### config.mk
export PLATFORM = sky130hd
export DESIGN_NAME = hill_cipher_block_encrypt_top
export DESIGN_NICKNAME = d
export VERILOG_FILES = /design/src/hdl/hcbe_pkg.sv /design/src/hdl/hcbe_front.sv /design/src/hdl/hcbe_queue.sv /design/src/hdl/hcbe_back.sv /design/src/hdl/hill_cipher_block_encrypt_top.sv
export SDC_FILE = /design/constraint.sdc
export NUM_CORES = 2
export LEC_CHECK = 0
export BUFFER_PORTS_ARGS = -buffer_cell sky130_fd_sc_hd__buf_2
export CORE_ASPECT_RATIO = 0.8
export CORE_MARGIN = 10
export CORE_UTILIZATION = 60
export DETAILED_ROUTE_END_ITERATION = 6
export GPL_TIMING_DRIVEN = 0
export PLACE_DENSITY = 0.74
export SKIP_LAST_GASP = 1
export SYNTH_ARGS = -nofsm -noshare
export SYNTH_HDL_FRONTEND = slang
export SYNTH_SLANG_ARGS = --single-unit
### constraint.sdc
create_clock -name clk -period 8.4 [get_ports clk]
set_input_delay 0.42 -clock clk [delete_from_list [all_inputs] [get_ports clk]]
set_output_delay 0.42 -clock clk [all_outputs]
set_load 0.01 [all_outputs]
### src/hdl/hcbe_pkg.sv
// hcbe_pkg: shared types, constants and alphabet functions for the hill cipher block encryptor
// no dependencies; imported by every module of the block
package hcbe_pkg;

    localparam int MAX_ORDER_DEF = 7;
    localparam int ORDER_W       = 3;
    localparam int SYM_W         = 6;
    localparam int CHAR_W        = 8;
    localparam int KEY_W         = 42;
    localparam int CFG_IDX_W     = 3;
    localparam int CFG_DATA_W    = 42;
    localparam int QUEUE_DEPTH   = 2;

    // arithmetic widths (sized for the largest order of seven)
    localparam int PROD_W        = 2 * SYM_W;
    localparam int SUM_W         = 15;
    localparam int QUO_W         = 9;
    localparam int RECIP_W       = 13;
    localparam int MULQ_W        = SUM_W + RECIP_W;
    localparam int REM_W         = 7;

    localparam logic [SUM_W-1:0]   ALPHA_SIZE  = 15'd53;
    // floor(2^18 / 53); quotient estimate is exact or one low for sums below 2^15
    localparam logic [RECIP_W-1:0] RECIP       = 13'd4946;
    localparam int                 RECIP_SHIFT = 18;

    localparam logic [SYM_W-1:0] PAD_INDEX   = 6'd50;
    localparam logic [SYM_W-1:0] SPACE_INDEX = 6'd26;
    localparam logic [SYM_W-1:0] LOWER_BASE  = 6'd27;
    localparam logic [SYM_W-1:0] N_INDEX     = 6'd13;

    localparam logic [CHAR_W-1:0] CH_UPPER_A = 8'h41;
    localparam logic [CHAR_W-1:0] CH_UPPER_Z = 8'h5A;
    localparam logic [CHAR_W-1:0] CH_LOWER_A = 8'h61;
    localparam logic [CHAR_W-1:0] CH_LOWER_Z = 8'h7A;
    localparam logic [CHAR_W-1:0] CH_SPACE   = 8'h20;
    localparam logic [CHAR_W-1:0] CH_N_TILDE = 8'hD1;

    typedef enum logic [CFG_IDX_W-1:0] {
        REG_BLOCK_SIZE = 3'd0,
        REG_KEY_ROW0   = 3'd1,
        REG_KEY_ROW1   = 3'd2,
        REG_KEY_ROW2   = 3'd3,
        REG_KEY_ROW3   = 3'd4,
        REG_KEY_ROW4   = 3'd5,
        REG_KEY_ROW5   = 3'd6,
        REG_KEY_ROW6   = 3'd7
    } cfg_reg_t;

    typedef struct packed {
        logic [SYM_W-1:0] idx;
        logic             unknown;
    } sym_t;

    // per-block control that travels with a buffered block
    typedef struct packed {
        logic [ORDER_W-1:0] order;
        logic               eom;
        logic               unk;
    } job_ctl_t;

    function automatic sym_t char_to_sym(logic [CHAR_W-1:0] c);
        sym_t s;
        s.idx     = '0;
        s.unknown = 1'b0;
        if (c >= CH_UPPER_A && c <= CH_UPPER_Z)
        begin
            s.idx = SYM_W'(c - CH_UPPER_A);
        end
        else if (c >= CH_LOWER_A && c <= CH_LOWER_Z)
        begin
            s.idx = SYM_W'(c - CH_LOWER_A) + LOWER_BASE;
        end
        else if (c == CH_SPACE)
        begin
            s.idx = SPACE_INDEX;
        end
        else if (c == CH_N_TILDE)
        begin
            s.idx = N_INDEX;
        end
        else
        begin
            s.unknown = 1'b1;
        end
        return s;
    endfunction

    function automatic logic [CHAR_W-1:0] index_to_char(logic [SYM_W-1:0] r);
        logic [CHAR_W-1:0] c;
        if (r < SPACE_INDEX)
        begin
            c = CH_UPPER_A + CHAR_W'(r);
        end
        else if (r == SPACE_INDEX)
        begin
            c = CH_SPACE;
        end
        else
        begin
            c = CH_LOWER_A + CHAR_W'(r - LOWER_BASE);
        end
        return c;
    endfunction

endpackage

### src/hdl/hcbe_front.sv
// hcbe_front: maps characters to alphabet indices and gathers them into padded blocks
// depends on hcbe_pkg
module hcbe_front #(
    parameter int MAX_ORDER = hcbe_pkg::MAX_ORDER_DEF
) (
    input  logic                                  clk,
    input  logic                                  rst_n,
    input  logic                                  char_valid,
    output logic                                  char_ready,
    input  logic [hcbe_pkg::CHAR_W-1:0]           char_code,
    input  logic                                  end_of_message,
    input  logic [hcbe_pkg::ORDER_W-1:0]          order,
    output logic                                  job_valid,
    input  logic                                  job_ready,
    output logic [MAX_ORDER*hcbe_pkg::SYM_W-1:0]  job_vec,
    output hcbe_pkg::job_ctl_t                    job_ctl
);
    import hcbe_pkg::*;

    logic [ORDER_W-1:0] fill_reg, fill_next;
    logic               unk_reg, unk_next;
    logic [SYM_W-1:0]   sym_reg [MAX_ORDER];
    sym_t               sym;
    logic [ORDER_W:0]   fill_inc;
    logic               close;
    logic               accept;

    assign char_ready = job_ready;
    assign accept     = char_valid && char_ready;

    always_comb
    begin
        sym       = char_to_sym(char_code);
        fill_inc  = {1'b0, fill_reg} + (ORDER_W+1)'(1);
        close     = (fill_inc >= {1'b0, order}) || end_of_message;
        job_valid = char_valid && close;
        for (int k = 0; k < MAX_ORDER; k++)
        begin
            // held chars below the fill point, current char at it, padding past it
            if (ORDER_W'(k) == fill_reg)
            begin
                job_vec[k*SYM_W +: SYM_W] = sym.idx;
            end
            else if (ORDER_W'(k) < fill_reg)
            begin
                job_vec[k*SYM_W +: SYM_W] = sym_reg[k];
            end
            else
            begin
                job_vec[k*SYM_W +: SYM_W] = PAD_INDEX;
            end
        end
        job_ctl.order = order;
        job_ctl.eom   = end_of_message;
        job_ctl.unk   = unk_reg || sym.unknown;

        fill_next = fill_reg;
        unk_next  = unk_reg;
        if (accept)
        begin
            if (close)
            begin
                fill_next = '0;
                unk_next  = 1'b0;
            end
            else
            begin
                fill_next = fill_inc[ORDER_W-1:0];
                unk_next  = unk_reg || sym.unknown;
            end
        end
    end

    always_ff @(posedge clk or negedge rst_n)
    begin
        if (!rst_n)
        begin
            fill_reg <= '0;
            unk_reg  <= 1'b0;
        end
        else
        begin
            fill_reg <= fill_next;
            unk_reg  <= unk_next;
        end
    end

    always_ff @(posedge clk)
    begin
        for (int k = 0; k < MAX_ORDER; k++)
        begin
            if (accept && !close && ORDER_W'(k) == fill_reg)
            begin
                sym_reg[k] <= sym.idx;
            end
        end
    end

endmodule

### src/hdl/hcbe_queue.sv
// hcbe_queue: short register queue of complete blocks between front and back
// depends on hcbe_pkg
module hcbe_queue #(
    parameter int WIDTH = 8,
    parameter int DEPTH = hcbe_pkg::QUEUE_DEPTH
) (
    input  logic             clk,
    input  logic             rst_n,
    input  logic             push_valid,
    output logic             push_ready,
    input  logic [WIDTH-1:0] push_data,
    output logic             pop_valid,
    input  logic             pop,
    output logic [WIDTH-1:0] pop_data
);
    import hcbe_pkg::*;

    localparam int PTR_W = (DEPTH > 1) ? $clog2(DEPTH) : 1;
    localparam int CNT_W = $clog2(DEPTH + 1);

    logic [WIDTH-1:0] mem_reg [DEPTH];
    logic [PTR_W-1:0] wr_ptr_reg, rd_ptr_reg;
    logic [CNT_W-1:0] count_reg;
    logic             do_push, do_pop;

    assign push_ready = (count_reg != CNT_W'(DEPTH));
    assign pop_valid  = (count_reg != '0);
    assign do_push    = push_valid && push_ready;
    assign do_pop     = pop && pop_valid;
    assign pop_data   = mem_reg[rd_ptr_reg];

    function automatic logic [PTR_W-1:0] ptr_inc(logic [PTR_W-1:0] p);
        return (p == PTR_W'(DEPTH - 1)) ? '0 : p + PTR_W'(1);
    endfunction

    always_ff @(posedge clk or negedge rst_n)
    begin
        if (!rst_n)
        begin
            wr_ptr_reg <= '0;
            rd_ptr_reg <= '0;
            count_reg  <= '0;
        end
        else
        begin
            if (do_push)
            begin
                wr_ptr_reg <= ptr_inc(wr_ptr_reg);
            end
            if (do_pop)
            begin
                rd_ptr_reg <= ptr_inc(rd_ptr_reg);
            end
            if (do_push && !do_pop)
            begin
                count_reg <= count_reg + CNT_W'(1);
            end
            else if (do_pop && !do_push)
            begin
                count_reg <= count_reg - CNT_W'(1);
            end
        end
    end

    always_ff @(posedge clk)
    begin
        if (do_push)
        begin
            mem_reg[wr_ptr_reg] <= push_data;
        end
    end

endmodule

### src/hdl/hcbe_back.sv
// hcbe_back: row sequencer and four-stage product, sum and mod-53 pipeline
// depends on hcbe_pkg
module hcbe_back #(
    parameter int MAX_ORDER = hcbe_pkg::MAX_ORDER_DEF
) (
    input  logic                                  clk,
    input  logic                                  rst_n,
    input  logic                                  job_valid,
    output logic                                  job_pop,
    input  logic [MAX_ORDER*hcbe_pkg::SYM_W-1:0]  job_vec,
    input  hcbe_pkg::job_ctl_t                    job_ctl,
    input  logic [hcbe_pkg::KEY_W-1:0]            key_rows [MAX_ORDER],
    output logic                                  cipher_valid,
    input  logic                                  cipher_ready,
    output logic [hcbe_pkg::CHAR_W-1:0]           out_char,
    output logic                                  last_of_block,
    output logic                                  message_done,
    output logic                                  unknown_seen
);
    import hcbe_pkg::*;

    localparam int RIDX_W = (MAX_ORDER > 1) ? $clog2(MAX_ORDER) : 1;

    typedef struct packed {
        logic last;
        logic done;
        logic unk;
    } stage_ctl_t;

    logic               adv, issue, row_last;
    logic [ORDER_W-1:0] row_reg;
    logic [KEY_W-1:0]   key_row;
    stage_ctl_t         ctl0;

    logic               v1_reg, v2_reg, v3_reg, v4_reg;
    stage_ctl_t         ctl1_reg, ctl2_reg, ctl3_reg, ctl4_reg;
    logic [PROD_W-1:0]  prod_reg [MAX_ORDER];
    logic [SUM_W-1:0]   sum2_reg, sum3_reg, sum_next;
    logic [QUO_W-1:0]   quo_reg;
    logic [MULQ_W-1:0]  mulq;
    logic [SUM_W-1:0]   qm;
    logic [REM_W-1:0]   rem, rem_fix;
    logic [CHAR_W-1:0]  char_reg;

    // whole pipeline moves together; it holds only while a result waits
    assign adv      = !v4_reg || cipher_ready;
    assign issue    = adv && job_valid;
    assign row_last = (row_reg == job_ctl.order - ORDER_W'(1));
    assign job_pop  = issue && row_last;
    assign key_row  = key_rows[row_reg[RIDX_W-1:0]];

    always_comb
    begin
        ctl0.last = row_last;
        ctl0.done = row_last && job_ctl.eom;
        ctl0.unk  = job_ctl.unk;

        sum_next = '0;
        for (int k = 0; k < MAX_ORDER; k++)
        begin
            sum_next = sum_next + SUM_W'(prod_reg[k]);
        end

        // quotient estimate taken from the sum entering stage three
        mulq    = MULQ_W'(sum2_reg) * MULQ_W'(RECIP);
        qm      = SUM_W'(quo_reg) * ALPHA_SIZE;
        rem     = REM_W'(sum3_reg - qm);
        rem_fix = (rem >= REM_W'(ALPHA_SIZE)) ? rem - REM_W'(ALPHA_SIZE) : rem;
    end

    always_ff @(posedge clk or negedge rst_n)
    begin
        if (!rst_n)
        begin
            row_reg <= '0;
            v1_reg  <= 1'b0;
            v2_reg  <= 1'b0;
            v3_reg  <= 1'b0;
            v4_reg  <= 1'b0;
        end
        else if (adv)
        begin
            if (issue)
            begin
                row_reg <= row_last ? '0 : row_reg + ORDER_W'(1);
            end
            v1_reg <= issue;
            v2_reg <= v1_reg;
            v3_reg <= v2_reg;
            v4_reg <= v3_reg;
        end
    end

    always_ff @(posedge clk)
    begin
        if (adv)
        begin
            for (int k = 0; k < MAX_ORDER; k++)
            begin
                if (ORDER_W'(k) < job_ctl.order)
                begin
                    prod_reg[k] <= PROD_W'(key_row[k*SYM_W +: SYM_W])
                                 * PROD_W'(job_vec[k*SYM_W +: SYM_W]);
                end
                else
                begin
                    prod_reg[k] <= '0;
                end
            end
            ctl1_reg <= ctl0;
            sum2_reg <= sum_next;
            ctl2_reg <= ctl1_reg;
            sum3_reg <= sum2_reg;
            quo_reg  <= mulq[RECIP_SHIFT +: QUO_W];
            ctl3_reg <= ctl2_reg;
            char_reg <= index_to_char(rem_fix[SYM_W-1:0]);
            ctl4_reg <= ctl3_reg;
        end
    end

    assign cipher_valid  = v4_reg;
    assign out_char      = char_reg;
    assign last_of_block = ctl4_reg.last;
    assign message_done  = ctl4_reg.done;
    assign unknown_seen  = ctl4_reg.unk;

endmodule

### src/hdl/hill_cipher_block_encrypt_top.sv
// hill_cipher_block_encrypt_top: configuration registers and the front, queue and back parts
// depends on hcbe_pkg, hcbe_front, hcbe_queue, hcbe_back
//
// Hill cipher encryptor over the 53-symbol alphabet A-Z, space, a-z (0xD1 reads as N).
// One character item is taken per cycle while the two-entry block queue has room; any
// other character encodes as A and sets unknown_seen on every output of its block.
// When block_size characters are held, or an item carries end_of_message, the block is
// padded with 'x' and queued. The back part emits one ciphertext item per cycle while
// cipher_ready allows, for each of the n rows of the key product, so a block of n inputs
// gives n outputs and a steady stream runs at one character per cycle; the first output
// of a block passes the product, sum, quotient and character registers. The front stalls
// only when both queue entries are taken; the whole back pipeline holds while output waits.
// block_size 0 acts as 1 and values above MAX_ORDER as MAX_ORDER; key entries are used
// as raw 6-bit values. Configuration is written through cfg_write/cfg_index/cfg_data
// (index 0 block_size, 1..7 key rows) and must only change while the block is idle.
module hill_cipher_block_encrypt_top #(
    parameter int MAX_ORDER = hcbe_pkg::MAX_ORDER_DEF
) (
    input  logic                              clk,
    input  logic                              rst_n,
    // configuration write port
    input  logic                              cfg_write,
    input  logic [hcbe_pkg::CFG_IDX_W-1:0]    cfg_index,
    input  logic [hcbe_pkg::CFG_DATA_W-1:0]   cfg_data,
    // plaintext items
    input  logic                              char_valid,
    output logic                              char_ready,
    input  logic [hcbe_pkg::CHAR_W-1:0]       char_code,
    input  logic                              end_of_message,
    // ciphertext items
    output logic                              cipher_valid,
    input  logic                              cipher_ready,
    output logic [hcbe_pkg::CHAR_W-1:0]       out_char,
    output logic                              last_of_block,
    output logic                              message_done,
    output logic                              unknown_seen
);
    import hcbe_pkg::*;

    localparam int VEC_W = MAX_ORDER * SYM_W;
    localparam int JOB_W = $bits(job_ctl_t) + VEC_W;

    logic [ORDER_W-1:0] block_size_reg;
    logic [KEY_W-1:0]   key_reg [MAX_ORDER];
    logic [ORDER_W-1:0] order;

    // block handed from front into the queue
    logic               f_valid, f_ready;
    logic [VEC_W-1:0]   f_vec;
    job_ctl_t           f_ctl;

    // block at the queue head
    logic               q_valid, q_pop;
    logic [JOB_W-1:0]   q_data;
    logic [VEC_W-1:0]   q_vec;
    job_ctl_t           q_ctl;

    // configuration registers; key rows past MAX_ORDER are never used
    always_ff @(posedge clk or negedge rst_n)
    begin
        if (!rst_n)
        begin
            block_size_reg <= ORDER_W'(2);
            for (int r = 0; r < MAX_ORDER; r++)
            begin
                key_reg[r] <= '0;
            end
        end
        else if (cfg_write)
        begin
            if (cfg_index == REG_BLOCK_SIZE)
            begin
                block_size_reg <= cfg_data[ORDER_W-1:0];
            end
            for (int r = 0; r < MAX_ORDER; r++)
            begin
                if (cfg_index == CFG_IDX_W'(REG_KEY_ROW0) + CFG_IDX_W'(r))
                begin
                    key_reg[r] <= cfg_data[KEY_W-1:0];
                end
            end
        end
    end

    // effective order: zero acts as one, clamp to the built order
    always_comb
    begin
        priority if (block_size_reg == '0)
        begin
            order = ORDER_W'(1);
        end
        else if (block_size_reg > ORDER_W'(MAX_ORDER))
        begin
            order = ORDER_W'(MAX_ORDER);
        end
        else
        begin
            order = block_size_reg;
        end
    end

    hcbe_front #(
        .MAX_ORDER (MAX_ORDER)
    ) u_front (
        .clk            (clk),
        .rst_n          (rst_n),
        .char_valid     (char_valid),
        .char_ready     (char_ready),
        .char_code      (char_code),
        .end_of_message (end_of_message),
        .order          (order),
        .job_valid      (f_valid),
        .job_ready      (f_ready),
        .job_vec        (f_vec),
        .job_ctl        (f_ctl)
    );

    hcbe_queue #(
        .WIDTH (JOB_W),
        .DEPTH (QUEUE_DEPTH)
    ) u_queue (
        .clk        (clk),
        .rst_n      (rst_n),
        .push_valid (f_valid),
        .push_ready (f_ready),
        .push_data  ({f_ctl, f_vec}),
        .pop_valid  (q_valid),
        .pop        (q_pop),
        .pop_data   (q_data)
    );

    assign q_vec = q_data[VEC_W-1:0];
    assign q_ctl = job_ctl_t'(q_data[JOB_W-1:VEC_W]);

    hcbe_back #(
        .MAX_ORDER (MAX_ORDER)
    ) u_back (
        .clk           (clk),
        .rst_n         (rst_n),
        .job_valid     (q_valid),
        .job_pop       (q_pop),
        .job_vec       (q_vec),
        .job_ctl       (q_ctl),
        .key_rows      (key_reg),
        .cipher_valid  (cipher_valid),
        .cipher_ready  (cipher_ready),
        .out_char      (out_char),
        .last_of_block (last_of_block),
        .message_done  (message_done),
        .unknown_seen  (unknown_seen)
    );

endmodule

==> results by group <==
Timing
  – Slew Viols, Final: 0
  – Final setup fails: 0
  – Final Hold Violating Endpoints: 0
  – RSZ-0062 raised after global routing: no
  – Slew at the pin with the worst max-slew slack: 1.39 ns
  – Part of the cycle the worst path needs: 91.7%
  – Max Fclk: 0.130 GHz
  – Setup TNS: 0 ns
  – Fin crit period: 7.70 ns
  – Clk_skew: 0.0221 ns
  – Rel. slew slack: 6.07%

Floorplanning
  – Initial core utilization: 60.6%
  – # rows: 81
  – Core Region: 61100 um^2
  – Die Ht: 242 um
  – Die Width: 298 um
  – # IOs: 72
  – Die Area: 72100 um^2

Detailed routing
  – Detailed-route via count: 24100
  – WL/cell: 22.2 um
  – Drc violations: 0
  – First-pass DRT Iterations: 6
  – First-iteration detailed-routing DRC count: 2117
  – Vias per cell: 5.88
  – Drt total wl: 90900 um
  – Post-route ant nets: 0

Final layout
  – Sequential Area: 15800 um^2
  – Post-route cell area: 40700 um^2
  – Commonest non-fill, non-tap cell in the layout: mux2_2
  – Largest register FFs: 294
  – Final std cells w/o fill: 4102
  – Proportion of layout cells with a drive suffix above 1: 17.8%
  – Area Overhead vs Synth: 9.94%
  – Final nets: 3785
  – Multi-input gate area: 19700 um^2
  – Core Util, Final: 66.6%
  – Layout filler cell count: 4496
  – Most frequent cells in the layout: mux2_2 (334), inv_1 (325), dfrtp_1 (311)

Clock tree
  – CTS Buffer Depth: 3
  – CTS sink count: 581
  – Post-CTS Setup Bufs: 0
  – Hold_buf cts: 2
  – Clock Latency Late Sink: 0.63 ns
  – CTS Root Cell: clkbuf_16
  – Clock slew at reported path FFs: 0.06 ns
  – Num CTS Buffers: 60
  – H-tree depth: 2
  – Resize count post-CTS: 0
  – CTS tree: built

Placed design
  – Cell Area, Placed: 38600 um^2
  – IO buf count: 66
  – Detailed placement HPWL: 69100 um
  – Placed Cells: 3982
  – RePlAce Congestion: 0.912

Yosys
  – Syn. warnings: 0
  – Ys async rst share: 53.7%
  – Syn Inst Count: 3080
  – Mapped Nets: 3648
  – Yosys top cell area share: 21.0%
  – Largest cells by area after synthesis: dfrtp_1 (21%), edfxtp_1 (21%), fa_1 (12%)
  – Post-synthesis sequential area ratio: 42.6%
  – Primary FF master, synth: dfrtp_1
  – Synth area leader: dfrtp_1
  – Post-Syn Area: 37000 um^2
  – Number of synthesized flops with an enable pin: 257
  – Mean Syn Cell Area: 12.0 um^2
  – FF+latch count, synth: 581
  – Post-synthesis cell type count: 72

Global route
  – Vias in the first global route: 25500
  – Global-route wire length before repair: 144000 um
  – GRT Overall Usage: 25.4%
  – Initial antenna violation count: 5
  – Largest net degree at the start of global routing: 133
  – Gr ovfl total: 0

Worst setup path
  – Critical Path Sink Type: flip-flop
  – CP arrival: 8.04 ns
  – CP Max Fanout: 10
  – Register-to-register setup slack: 0.70 ns
  – Data required time at the worst endpoint: 8.74 ns
  – Setup CP Type: reg2reg
  – Setup crit start kind: flip-flop

Hold path
  – Hold Crit Class: in2reg

Flow run
  – Max Cap Viol: 0

Status
  – Status: complete, no violations
## routing by layer
layer	track usage [%]	vias up	wire, um
li1	-	10800	-
met1	35.7	12300	39500
met2	39.8	817	41600
met3	4.96	146	7230
met4	7.74	0	2580
met5	0	-	0
## cell families after synthesis
logic type               synth area share [%]
AND/OR/NAND/NOR                          7.69
flip-flops                               42.6
adder cells (fa/ha/maj)                  21.5
multiplexers                             15.0
buffers and inverters                    4.40
AO/OA/AOI/OAI                            6.03
XOR/XNOR                                 2.81
## critical path, stage by stage, from the launching register on
cell,delay [ns]
dfrtp_1,0.35
clkbuf_1,0.29
buf_1,1.00
clkbuf_1,0.74
clkbuf_1,0.77
o211ai_1,0.21
o21ai_0,0.57
nand2b_1,0.26
fa_1,0.44
fa_1,0.52
fa_1,0.55
inv_1,0.04
ha_1,0.33
a21o_1,0.17
a21o_1,0.19
a21o_1,0.18
a21oi_1,0.23
o21bai_1,0.10
a21oi_1,0.19
xor2_1,0.18
nor2_1,0.09
## metrics by stage
stage | worst slack (ns) | hold WS (ns)
3_5_place_dp | 0.789 | 0.405
5_1_grt | 0.393 | 0.106
2_1_floorplan | 2.91 | 0.124
3_3_place_gp | 0.875 | 0.404
6_report | 0.701 | 0.107
4_1_cts | 0.761 | 0.0783
## Yosys cell counts, types with 3 or more instances
cell      count
xor2_1       31
nand2_1     213
o31ai_1       5
and3_1        7
a31oi_1       5
o21bai_1     24
a211oi_1      3
o21a_1        7
buf_1        17
a21o_1       55
a21oi_1     120
o21ai_1       3
nor3_1       19
clkbuf_1     84
o211ai_1     17
and2_1       29
mux2i_1      82
o22ai_1       5
mux2_2      334
xnor2_1      75
nand2b_1     37
nand4b_1      3
nand3_1       8
edfxtp_1    257
xnor2_2       4
o21ai_0      80
nor2_1      221
nor2b_1      60
fa_1        213
a21boi_0      4
nor3b_1       6
o211a_1       3
a22o_1        9
ha_1        296
inv_1       325
or2_2         8
dfrtp_1     311
a22oi_1       7
mux4_2       42
dfxtp_1      12
## layout make-up
type | instances | area share, %
repair buffers | 75 | 1.27
multi-input cells | 2068 | 48.3
inverters | 327 | 3.01
clock inverters | 36 | 0.885
diodes | 4 | 0.0246
clock buffers | 77 | 4.28
well taps | 830 | 2.55
plain buffers | 104 | 0.993
flip-flops and latches | 581 | 38.7
## final timing paths
kind / startpoint / to / depth (start not counted)
max: u_back.row_reg[0]$_DFFE_PN0P_ / u_back.prod_reg[2][23]$_SDFFCE_PP0P_ / 20
min: cfg_data[37] / key_reg[37]$_DFFE_PN0P_ / 2
max reg2reg: u_back.row_reg[0]$_DFFE_PN0P_ / u_back.prod_reg[2][23]$_SDFFCE_PP0P_ / 20
min reg2reg: u_back.ctl3_reg[1]$_DFFE_PP_ / u_back.message_done$_DFFE_PP_ / 0
max in group asynchronous: rst_n / key_reg[29]$_DFFE_PN0P_ / 3
min in group asynchronous: rst_n / key_reg[262]$_DFFE_PN0P_ / 2
Power is not shown: default switching activity piles up to over one toggle a cycle in this logic, so the estimate is an artifact.
